**src/sv/vtpd_pkg.sv**
```systemverilog
// Shared types and constants for the vertex transform core
package vtpd_pkg;
  localparam int FRAC_BITS_DEF = 16;
  localparam int QUEUE_DEPTH   = 2;

  typedef enum logic [1:0] {
    ST_OK   = 2'd0,
    ST_ZERO = 2'd1,
    ST_SAT  = 2'd2
  } status_t;

  // vertex word passed from front to back: four saturated products and flag
  typedef struct packed {
    logic signed [31:0] tx;
    logic signed [31:0] ty;
    logic signed [31:0] tz;
    logic signed [31:0] tw;
    logic               sat;
  } prod_t;

  typedef enum logic [2:0] {
    BK_IDLE = 3'd0,
    BK_DIV  = 3'd1,
    BK_NEXT = 3'd2,
    BK_OUT  = 3'd3
  } bk_state_t;
endpackage

```
**src/sv/vtpd_queue.sv**
```systemverilog
// Short queue between front and back
module vtpd_queue #(
  parameter int DEPTH = 2
) (
  input  logic            clk,
  input  logic            rst,
  input  logic            wr_valid,
  output logic            wr_ready,
  input  vtpd_pkg::prod_t wr_data,
  output logic            rd_valid,
  input  logic            rd_ready,
  output vtpd_pkg::prod_t rd_data
);
  import vtpd_pkg::*;

  localparam int AW = (DEPTH > 1) ? $clog2(DEPTH) : 1;

  prod_t           mem [DEPTH];
  logic [AW-1:0]   wp;
  logic [AW-1:0]   rp;
  logic [AW:0]     cnt;
  logic            wr;
  logic            rd;

  assign wr_ready = cnt != (AW+1)'(DEPTH);
  assign rd_valid = cnt != '0;
  assign wr = wr_valid && wr_ready;
  assign rd = rd_valid && rd_ready;
  assign rd_data = mem[rp];

  // Store incoming words
  always_ff @(posedge clk) begin
    if (wr) begin
      mem[wp] <= wr_data;
    end
  end

  // Advance pointers and count
  always_ff @(posedge clk) begin
    if (rst) begin
      wp <= '0;
      rp <= '0;
      cnt <= '0;
    end else begin
      if (wr) wp <= (wp == AW'(DEPTH - 1)) ? '0 : wp + 1'b1;
      if (rd) rp <= (rp == AW'(DEPTH - 1)) ? '0 : rp + 1'b1;
      cnt <= cnt + (AW+1)'(wr) - (AW+1)'(rd);
    end
  end
endmodule

```
**config.mk**
```make
export PLATFORM = sky130hd
export DESIGN_NAME = vtpd_queue
export DESIGN_NICKNAME = d
export VERILOG_FILES = /design/src/sv/vtpd_pkg.sv /design/src/sv/vtpd_queue.sv
export SDC_FILE = /design/constraint.sdc
export NUM_CORES = 1
export LEC_CHECK = 0
export BUFFER_PORTS_ARGS = -buffer_cell sky130_fd_sc_hd__buf_4
export CELL_PAD_IN_SITES_DETAIL_PLACEMENT = 0
export CELL_PAD_IN_SITES_GLOBAL_PLACEMENT = 1
export CORE_MARGIN = 2
export CORE_UTILIZATION = 44
export CTS_BUF_LIST = sky130_fd_sc_hd__clkbuf_16
export DETAILED_ROUTE_END_ITERATION = 16
export PLACE_DENSITY = 0.83
export SLEW_MARGIN = 20
export SYNTH_ARGS = -nofsm -noshare
export SYNTH_HDL_FRONTEND = slang
export SYNTH_SLANG_ARGS = --single-unit
```
**constraint.sdc**
```tcl
create_clock -name clk -period 5.6 [get_ports clk]
set_input_delay 0.28 -clock clk [delete_from_list [all_inputs] [get_ports clk]]
set_output_delay 0.28 -clock clk [all_outputs]
set_load 0.01 [all_outputs]
```
==> flow_metrics.py <==
metrics = {
    "power": {
        "ir_worst_vdd_v": 0.000270,
        "seqPwrFrac_pct": 46.7,
        "sw_frac_of_total_pct": 24.8,
        "combPwrFrac_pct": 22.6,
        "clockPowerShare_pct": 30.7,
        "switchingPower_uw": 1320,
        "p_per_area_nw_per_um2": 383,
        "p_int_uw": 4020,
        "p_leak_uw": 0.00526,
    },
    "route": {
        "drt-initial-drc-count": 171,
        "drtPass1Iterations": 6,
        "ant_nets": 0,
        "routedWlPerCell_um": 17.4,
        "routed_via_density": 4.77,
        "drc": 0,
        "wl_mm": 19.8,
        "num_vias": 5420,
    },
    "floorplan": {
        "die_area_um2": 22900,
        "coreArea_um2": 21200,
        "num_rows": 53,
        "die_w_um": 151,
        "die_y_um": 151,
        "ios": 264,
        "start_util_pct": 45.2,
    },
    "global_routing": {
        "grt_start_max_net_pins": 87,
        "grt_use_total_pct": 16.4,
        "antenna_found_initial": 0,
        "grt_pass1_vias": 5786,
        "grt_pass1_wl_mm": 29.0,
        "grt_overflow": 0,
    },
    "setup_path": {
        "worstPathArrival_ns": 2.87,
        "path_max_fanout": 68,
        "crit_path_frequent_cell": "buf_4",
        "critPathCaptureType": "primary output",
        "path_cells": "buf_4 > mux2_2 > buf_4",
        "slowest_stage": "dfxtp_4",
        "start_kind": "flip-flop",
        "r2r_slack_ns": 2.85,
        "cp.required_ns": 5.32,
        "worst-setup-path-type": "reg -> out",
        "critPathMaxStageDelay_ns": 0.87,
    },
    "synth": {
        "synth_common_cells": "edfxtp_1, mux2_2, buf_4, dfxtp_1, nor2_1",
        "synth_most_common_cell": "edfxtp_1",
        "async_reset_ff_share_pct": 0,
        "synth_area_um2": 9560,
        "synth_warnings": 0,
        "ys_types": 24,
        "synth_ff_type": "edfxtp_1",
        "synthTopCellsByArea": "edfxtp_1, mux2_2, dfxtp_1",
        "yosysTopAreaCell": "edfxtp_1",
        "synth_edf_count": 258,
        "synth_top_area_share_pct": 81.0,
        "synthCells": 430,
        "ys_ff_latch": 263,
        "synth.yosys.seq_area_share_pct": 82.1,
        "synthesis.nets": 564,
        "avgSynthCellArea_um2": 22.2,
    },
    "clocking": {
        "cts_made_buffers": 28,
        "clock-sinks": 263,
        "clk_pin_slew_ns": 0.06,
        "cts_tree": "built",
        "root_buffer": "clkbuf_16",
        "htreeDepth": 1,
        "post-cts-setup-buffers": 0,
        "insertion_delay_ns": 0.53,
        "cts_buffer_depth": 3,
    },
    "timing": {
        "skew_ns": 0.0223,
        "rsz0062_at_grt": "false",
        "max_freq_ghz": 0.317,
        "tns_ns": 0,
        "finalSetupViolCount": 0,
        "hold_violations": 0,
        "min_period_ns": 3.15,
        "relSlewSlack_pct": 28.2,
        "period_share_pct": 56.3,
        "tightest_slew_ns": 1.08,
        "whs_ns": 0.107,
        "slew_violations": 0,
    },
    "layout": {
        "final_nets": 976,
        "fin_util_pct": 65.9,
        "syn_to_final_growth_pct": 45.9,
        "fin_area_um2": 13900,
        "diodes": 0,
        "layout-drive-gt1-share_pct": 50.3,
    },
    "placement": {
        "place_area_um2": 11800,
        "gp_routability_congestion": 0.713,
        "hpwlAfterDp_mm": 11.9,
        "portBuffers": 263,
    },
    "job": {
        "maxCapViolations": 0,
    },
    "run_status": {
        "outcome": "finished, final reports clean",
    },
    "worst_hold_path": {
        "hp-class": "in -> reg",
    },
}
[repair_timing]
| item | 4_1_cts | 5_1_grt |
|---|---|---|
| hold buffers | 130 | 0 |
| hold endpoints to repair | 262 | 0 |
| resized for setup | 0 | 0 |
| endpoints found under the setup margin | 0 | 0 |
[cells by family (layout without fill, tap and decap cells)]
| logic type | Yosys count | count (layout) | share of synthesized area (%) |
|---|---|---|---|
| flip-flops | 263 | 263 | 82.1 |
| multiplexers | 130 | 130 | 15.3 |
| AO/OA/AOI/OAI | 7 | 7 | 0.537 |
| XOR/XNOR | 1 | 1 | 0.0916 |
| AND/OR/NAND/NOR | 13 | 13 | 0.733 |
| buffers and inverters | 15 | 447 | 1.10 |
| adder cells (fa/ha/maj) | 1 | 1 | 0.131 |
[flip-flops by register name, indices dropped and copies added, names as in the netlist, named ones only]
signal,flops
mem,258
cnt,2
rp,1
wp,1
[metrics by stage]
| stage | instances | total power, uW | worst slack, ns |
|---|---|---|---|
| after detailed placement | 957 | 3670 | 2.84 |
| after global placement | 957 | 3640 | 2.96 |
| after CTS | 1137 | 5390 | 2.36 |
| final | 1137 | 5340 | 2.45 |
| after floorplan | 430 | 3140 | 1.42 |
| after global routing | 1137 | 5560 | 2.25 |
[final timing paths]
check / from / end / depth (start not counted)
hold / removal: wr_valid / wp / 3
hold reg to reg: rp / rp / 2
setup / recovery: flip-flop / rd_data[52] / 3
setup reg to reg: cnt[0] / mem[1][76] / 3
[worst max-delay path, delay by kind of cell (launching register included)]
family / cells / cell delay, ns
buffers and inverters: 2 / 0.94
flip-flops: 1 / 0.87
multiplexers: 1 / 0.42
[per-layer routing]
metal  wire length [um]  part of all wire, %  track usage, %
met2              10300                   52            30.1
met3               1280                  6.5            4.19
met1               7650                   39            19.0
met4                521                  2.6            4.53
met5                  0                    0               0
[final cells by class]
class / instances / area (um2)
Clock buffer: 28 / 701
Clock inverter: 22 / 133
Fill cell: 1354 / 7210
Inverter: 1 / 8.76
Multi-Input combinational cell: 152 / 1610
Sequential cell: 263 / 7850
Tap cell: 275 / 344
Timing Repair Buffer: 396 / 3300
[power groups by stage]
stage	Clock, uW	Sequential (uW)	Combinational, uW
final	1640	2490	1210
after global routing	1760	2520	1290
after CTS	1670	2500	1210
after detailed placement	0	2540	1130
after global placement	0	2520	1110
after floorplan	0	2490	648
[cell usage in the layout (no fill, tap or decap), drive strengths merged, types with 2 or more instances in the layout]
| master | n |
|---|---|
| a21bo | 2 |
| buf | 266 |
| clkbuf | 28 |
| clkinv | 13 |
| dfxtp | 5 |
| dlygate4sd3 | 130 |
| edfxtp | 258 |
| inv | 9 |
| mux2 | 130 |
| nor2 | 5 |
| nor2b | 2 |
| o21ai | 2 |
Power figures use the tool's default switching activity.
