<file path="src/sv/vtpd_pkg.sv">
// Shared types and constants for the vertex transform core
package vtpd_pkg;
  localparam int FRAC_BITS_DEF = 16;
  localparam int QUEUE_DEPTH   = 2;

  typedef enum logic [1:0] {
    ST_OK   = 2'd0,
    ST_ZERO = 2'd1,
    ST_SAT  = 2'd2
  } status_t;

  // vertex word passed from front to back: four saturated products and flag
  typedef struct packed {
    logic signed [31:0] tx;
    logic signed [31:0] ty;
    logic signed [31:0] tz;
    logic signed [31:0] tw;
    logic               sat;
  } prod_t;

  typedef enum logic [2:0] {
    BK_IDLE = 3'd0,
    BK_DIV  = 3'd1,
    BK_NEXT = 3'd2,
    BK_OUT  = 3'd3
  } bk_state_t;
endpackage

</file>
<file path="src/sv/vtpd_divider.sv">
// Radix-2 restoring divider for (t << FRAC_BITS) / tw with saturation
module vtpd_divider #(
  parameter int FRAC_BITS = 16
) (
  input  logic               clk,
  input  logic               rst,
  input  logic               start,
  input  logic signed [31:0] num,
  input  logic signed [31:0] den,
  output logic               done,
  output logic signed [31:0] quot,
  output logic               sat
);
  localparam int NW = 32 + FRAC_BITS;
  localparam int CW = $clog2(NW + 1);

  logic [NW-1:0] dvd;
  logic [32:0]   rem;
  logic [31:0]   dvs;
  logic [CW-1:0] cnt;
  logic          neg;
  logic          run;
  logic [33:0]   trial;
  logic [NW:0]   mag;
  logic [NW:0]   qfull;
  logic [32:0]   nmag;

  assign trial = {rem, dvd[NW-1]} - {2'b0, dvs};

  // Magnitude of the signed numerator
  assign nmag = num[31] ? (33'd0 - {num[31], num}) : {1'b0, num};

  // One quotient bit per cycle
  always_ff @(posedge clk) begin
    if (rst) begin
      run  <= 1'b0;
      done <= 1'b0;
    end else begin
      done <= 1'b0;
      if (start) begin
        run <= 1'b1;
        cnt <= CW'(NW);
        neg <= num[31] ^ den[31];
        dvd <= NW'(nmag) << FRAC_BITS;
        dvs <= den[31] ? 32'(-den) : den;
        rem <= '0;
      end else if (run) begin
        if (!trial[33]) begin
          rem <= trial[32:0];
          dvd <= {dvd[NW-2:0], 1'b1};
        end else begin
          rem <= {rem[31:0], dvd[NW-1]};
          dvd <= {dvd[NW-2:0], 1'b0};
        end
        cnt <= cnt - 1'b1;
        if (cnt == CW'(1)) begin
          run  <= 1'b0;
          done <= 1'b1;
        end
      end
    end
  end

  // Sign and saturate the magnitude
  always_comb begin
    mag   = {1'b0, dvd};
    qfull = neg ? -mag : mag;
    if (!neg && mag > (NW+1)'(32'h7fffffff)) begin
      quot = 32'sh7fffffff;
      sat  = 1'b1;
    end else if (neg && mag > (NW+1)'(33'h80000000)) begin
      quot = 32'sh80000000;
      sat  = 1'b1;
    end else begin
      quot = qfull[31:0];
      sat  = 1'b0;
    end
  end
endmodule

</file>
<file path="src/sv/vtpd_back.sv">
// Back end: three divisions on one divider (none for zero w) and the output register
module vtpd_back #(
  parameter int FRAC_BITS = 16
) (
  input  logic                clk,
  input  logic                rst,
  input  logic                q_valid,
  output logic                q_ready,
  input  vtpd_pkg::prod_t     q_data,
  output logic                out_valid,
  input  logic                out_ready,
  output logic signed [31:0]  out_x,
  output logic signed [31:0]  out_y,
  output logic signed [31:0]  out_z,
  output logic [1:0]          status
);
  import vtpd_pkg::*;

  bk_state_t          state;
  bk_state_t          state_next;
  prod_t              cur;
  logic [1:0]         comp;
  logic               sat;
  logic signed [31:0] res [3];
  logic               dv_start;
  logic signed [31:0] dv_num;
  logic               dv_done;
  logic signed [31:0] dv_quot;
  logic               dv_sat;
  logic               take;

  vtpd_divider #(.FRAC_BITS(FRAC_BITS)) u_div (
    .clk(clk), .rst(rst), .start(dv_start), .num(dv_num), .den(cur.tw),
    .done(dv_done), .quot(dv_quot), .sat(dv_sat)
  );

  always_comb begin
    case (comp)
      2'd0:    dv_num = cur.tx;
      2'd1:    dv_num = cur.ty;
      default: dv_num = cur.tz;
    endcase
  end

  // Next state and handshake
  always_comb begin
    state_next = state;
    q_ready  = 1'b0;
    dv_start = 1'b0;
    take     = 1'b0;
    case (state)
      BK_IDLE: begin
        q_ready = !out_valid || out_ready;
        if (q_valid && q_ready) begin
          take = 1'b1;
          state_next = (q_data.tw == 32'sd0) ? BK_IDLE : BK_NEXT;
        end
      end
      BK_NEXT: begin
        dv_start = 1'b1;
        state_next = BK_DIV;
      end
      BK_DIV: begin
        if (dv_done) state_next = (comp == 2'd2) ? BK_OUT : BK_NEXT;
      end
      BK_OUT: begin
        if (!out_valid || out_ready) state_next = BK_IDLE;
      end
      default: state_next = BK_IDLE;
    endcase
  end

  always_ff @(posedge clk) begin
    if (rst) begin
      state     <= BK_IDLE;
      out_valid <= 1'b0;
    end else begin
      state <= state_next;
      // zero w finishes at once
      if (take && q_data.tw == 32'sd0) begin
        out_valid <= 1'b1;
        out_x  <= '0;
        out_y  <= '0;
        out_z  <= '0;
        status <= ST_ZERO;
      end else if (state == BK_OUT && (!out_valid || out_ready)) begin
        out_valid <= 1'b1;
        out_x  <= res[0];
        out_y  <= res[1];
        out_z  <= res[2];
        status <= sat ? ST_SAT : ST_OK;
      end else if (out_valid && out_ready) begin
        out_valid <= 1'b0;
      end
    end
  end

  // Hold the word and collect quotients
  always_ff @(posedge clk) begin
    if (take) begin
      cur  <= q_data;
      sat  <= q_data.sat;
      comp <= 2'd0;
    end else if (state == BK_DIV && dv_done) begin
      res[comp] <= dv_quot;
      sat       <= sat | dv_sat;
      comp      <= comp + 2'd1;
    end
  end
endmodule

</file>
<file path="config.mk">
export PLATFORM = sky130hd
export DESIGN_NAME = vtpd_back
export DESIGN_NICKNAME = d
export VERILOG_FILES = /design/src/sv/vtpd_pkg.sv /design/src/sv/vtpd_divider.sv /design/src/sv/vtpd_back.sv
export SDC_FILE = /design/constraint.sdc
export NUM_CORES = 1
export LEC_CHECK = 0
export BUFFER_PORTS_ARGS = -buffer_cell sky130_fd_sc_hd__buf_2
export CAP_MARGIN = 10
export CORE_MARGIN = 2
export CORE_UTILIZATION = 29
export DETAILED_ROUTE_END_ITERATION = 12
export HOLD_SLACK_MARGIN = 0.05
export PLACE_DENSITY = 0.43
export SLEW_MARGIN = 20
export SYNTH_ARGS = -nofsm -noshare
export SYNTH_HDL_FRONTEND = slang
export SYNTH_SLANG_ARGS = --single-unit
</file>
<file path="constraint.sdc">
create_clock -name clk -period 13.8 [get_ports clk]
set_input_delay 2.76 -clock clk [delete_from_list [all_inputs] [get_ports clk]]
set_output_delay 2.76 -clock clk [all_outputs]
set_load 0.02 [all_outputs]
</file>
==> impl_metrics.csv <==
group,metric,value,unit
logic_synthesis,postSynthNetCount,1740,
logic_synthesis,synth.ff_latch_count,450,
sta,slew_headroom,0.2913,
drt,met1_length,22.28,mm
clocking,clkTransAtPathRegs,60,ps
placed_design,port-buffer-count,232,
floorplan,row_count,96,
drt,uppermost_signal_routing_layer_after_detailed_routing,"met5",
logic_synthesis,synth_top_flop_cell,"edfxtp_1",
critical_path,setup.worst_path.start,"out_ready",
floorplan,initial_core_utilization,0.2939,
sta,accumulated_negative_setup_slack,0,ps
clocking,clockRootBuffer,"clkbuf_16",
clocking,cts_post_setup_buffers_inserted,0,
finish,drive_above_1_share,0.1891,
logic_synthesis,ys_seq_area_frac,0.6645,
hold_path,holdCritStartpoint,"comp[1]$_SDFFE_PP0P_",
logic_synthesis,synth.cells.most_frequent,"443 x edfxtp_1, 112 x a21oi_1, 112 x nor2_1, 105 x nor2b_1, 101 x nand2_1",
drt,wl_met2,22.22,mm
floorplan,die_height,268.1,um
placed_design,placed_cells,2675,
placed_design,place.gp.congestion,0.7817,
critical_path,critPathLaunchType,"input pin",
drt,antenna_left,0,
global_route,via_count_of_the_first_global_routing_pass,12967,
sta,timing.final.crit_period,6089,ps
logic_synthesis,synth_top_cell_area_share,0.6576,
logic_synthesis,synth.avg_cell_area,12.92,um^2
clocking,cts_hold_buffers,0,
sta,clock_skew,23.12,ps
run_status,run_status,"finished, final reports clean",
sta,number_of_failing_setup_endpoints_in_the_final_timing_report,0,
logic_synthesis,synth_cell_type_count,69,
run,timing.max_cap.violations,0,
floorplan,core-area,0.06883,mm^2
global_route,groute.usage.overall,0.1329,
sta,rsz0062_at_grt,"no",
power_and_ir_drop,vdd_drop_max,0.00008125,V
floorplan,die-width,268.1,um
sta,hold_viol,0,
placed_design,hpwl,32.23,mm
placed_design,place_area,0.02247,mm^2
global_route,antenna_violations_before_repair,5,
critical_path,critical_path_required,11040,ps
global_route,globalRoute.totalOverflow,0,
hold_path,holdCritPathClass,"register to register",
critical_path,crit_path_end_kind,"primary output",
global_route,grt_pass1_wl,74.05,mm
sta,fin_worst_hold_slack,482.8,ps
clocking,cts_max_path_buffers,3,
sta,fraction_of_the_cycle_the_final_worst_path_needs,0.4412,
finish,post-route-cell-area,0.02409,mm^2
critical_path,worst-path-max-fanout,3,
critical_path,worst_flop_to_flop_path_startpoint,"u_div.dvd[4]$_SDFFCE_PP0P_",
finish,area_delta_synth_final,19.08,%
drt,post-route-drc-count,0,
critical_path,arrival,3330,ps
logic_synthesis,synth_top_area_cell,"edfxtp_1",
drt,wl_per_cell,17.37,um
power_and_ir_drop,powerDensity,132.0,mW/mm^2
clocking,worst_skew_pair.late_latency,610,ps
logic_synthesis,synth_area_leaders,"edfxtp_1 66%, nor2b_1 3.2%, a21oi_1 2.8%",
sta,report.final.slew_viol_count,0,
sta,worst_slack,7711,ps
placed_design,setup_ws_pre_cts,6640,ps
logic_synthesis,synth_async_sr_flop_share,0,
logic_synthesis,synthesis.instances,1566,
drt,dr.first_iter.drc_count,777,
clocking,ctsHtreeMaxLevel,2,
clocking,clock_sinks,450,
critical_path,critical_path_class,"input pin to primary output",
drt,detail_route.wirelength,48.04,mm
clocking,tritoncts.num_buffers,51,
finish,finish.cell_count_without_fillers,2766,
drt,routed-via-count,12746,
sta,worst_slew_pin_slew,1063,ps
global_route,grt_start_max_net_pins,101,
floorplan,dieArea,0.07189,mm^2
sta,fmaxAchievable,164.2,MHz
logic_synthesis,yosys.cell_count.top_type,"edfxtp_1",
clocking,cts_tree,"yes",
power_and_ir_drop,leakage,0.008730,uW
drt,drtPass1Iterations,4,
logic_synthesis,synthesis_warning_total,0,
finish,nets,1972,
floorplan,io_pins,233,
drt,post_drt_via_cell_ratio,4.608,
finish,antenna_cells,0,
logic_synthesis,netlist_area,0.02023,mm^2
logic_synthesis,synth_edf_count,443,
clocking,ctsResizeCount,0,
drt,met3RoutedLength,2.554,mm
-- report_power, final --
| group | internal, uW | total [uW] | switching (uW) |
|---|---|---|---|
| registers | 1570 | 1600 | 31.6 |
| logic | 110 | 272 | 162 |
| clock network | 751 | 1310 | 557 |
| total | 2430 | 3180 | 750 |
-- critical path, cell delays in order --
cell,delay (ps)
buf_2,100
nor2b_1,180
nor3_1,80
buf_2,210
-- final cells by class --
cell class / count / area, um^2
Multi-Input combinational cell: 987 / 6359
Tap cell: 931 / 1165
Timing Repair Buffer: 249 / 1309
Sequential cell: 450 / 13440
Inverter: 59 / 221.5
Fill cell: 6815 / 44740
Clock buffer: 58 / 1303
Clock inverter: 32 / 290.3
-- registers in the layout, indices dropped and copies added (netlist names) --
register / flops
sat: 1
u_div.run: 1
u_div.done: 1
out_y: 32
u_div.neg: 1
out_x: 32
cur: 128
comp: 2
res: 96
out_valid: 1
u_div.dvd: 48
u_div.cnt: 6
u_div.dvs: 32
state: 2
status: 2
out_z: 32
u_div.rem: 33
-- layout by cell type, fill, tap and decap left out, drive strengths merged, types with 4 or more instances in the layout --
master  instances
a21o           22
a21oi         116
nand2b         12
xnor2          64
and3            7
nor2b         105
ha             40
o22a           10
or2             9
mux2i          26
nand4          10
bufinv          4
clkinv         24
o21a           10
and2           21
nand3          17
nor3           23
buf           249
nor2          112
a31oi          22
a22oi           4
inv            60
o31ai          15
nor4           16
o21ai          79
and4            5
xor2           28
o211ai          6
edfxtp        443
a211oi          7
nand2         101
clkbuf         58
a22o           29
dfxtp           7
or3            26
o41ai           6
-- path summary, 6_finish.rpt --
kind                           to  slack [ps]  cells past startpoint
min          comp[1]$_SDFFE_PP0P_         480                      2
min reg2reg  comp[1]$_SDFFE_PP0P_         480                      2
max                       q_ready        7710                      4
max reg2reg  res[2][17]$_DFFE_PP_        9320                     10
-- layer usage --
metal,vias to the layer above,global-route usage
met4,8,0.03835
met3,66,0.02886
met1,6119,0.1784
met5,-,0
li1,6281,-
met2,272,0.2161
-- cells by family (layout without fill, tap and decap cells) --
logic type / after synthesis / in the layout / synth area share
adder cells (fa/ha/maj): 41 / 41 / 0.02573
AO/OA/AOI/OAI: 352 / 352 / 0.1105
XOR/XNOR: 92 / 92 / 0.03983
buffers and inverters: 129 / 398 / 0.02462
AND/OR/NAND/NOR: 474 / 474 / 0.1208
flip-flops: 450 / 450 / 0.6645
multiplexers: 28 / 28 / 0.01398
-- stage by stage --
stage / power [uW] / util
finish: 3180 / 0.3500
global placement: 1901 / 0.3264
CTS: 3239 / 0.3496
floorplan: 1823 / -
detailed placement: 1905 / 0.3264
global route: 3327 / 0.3500
Note: power is estimated with default switching activity, not from simulation.
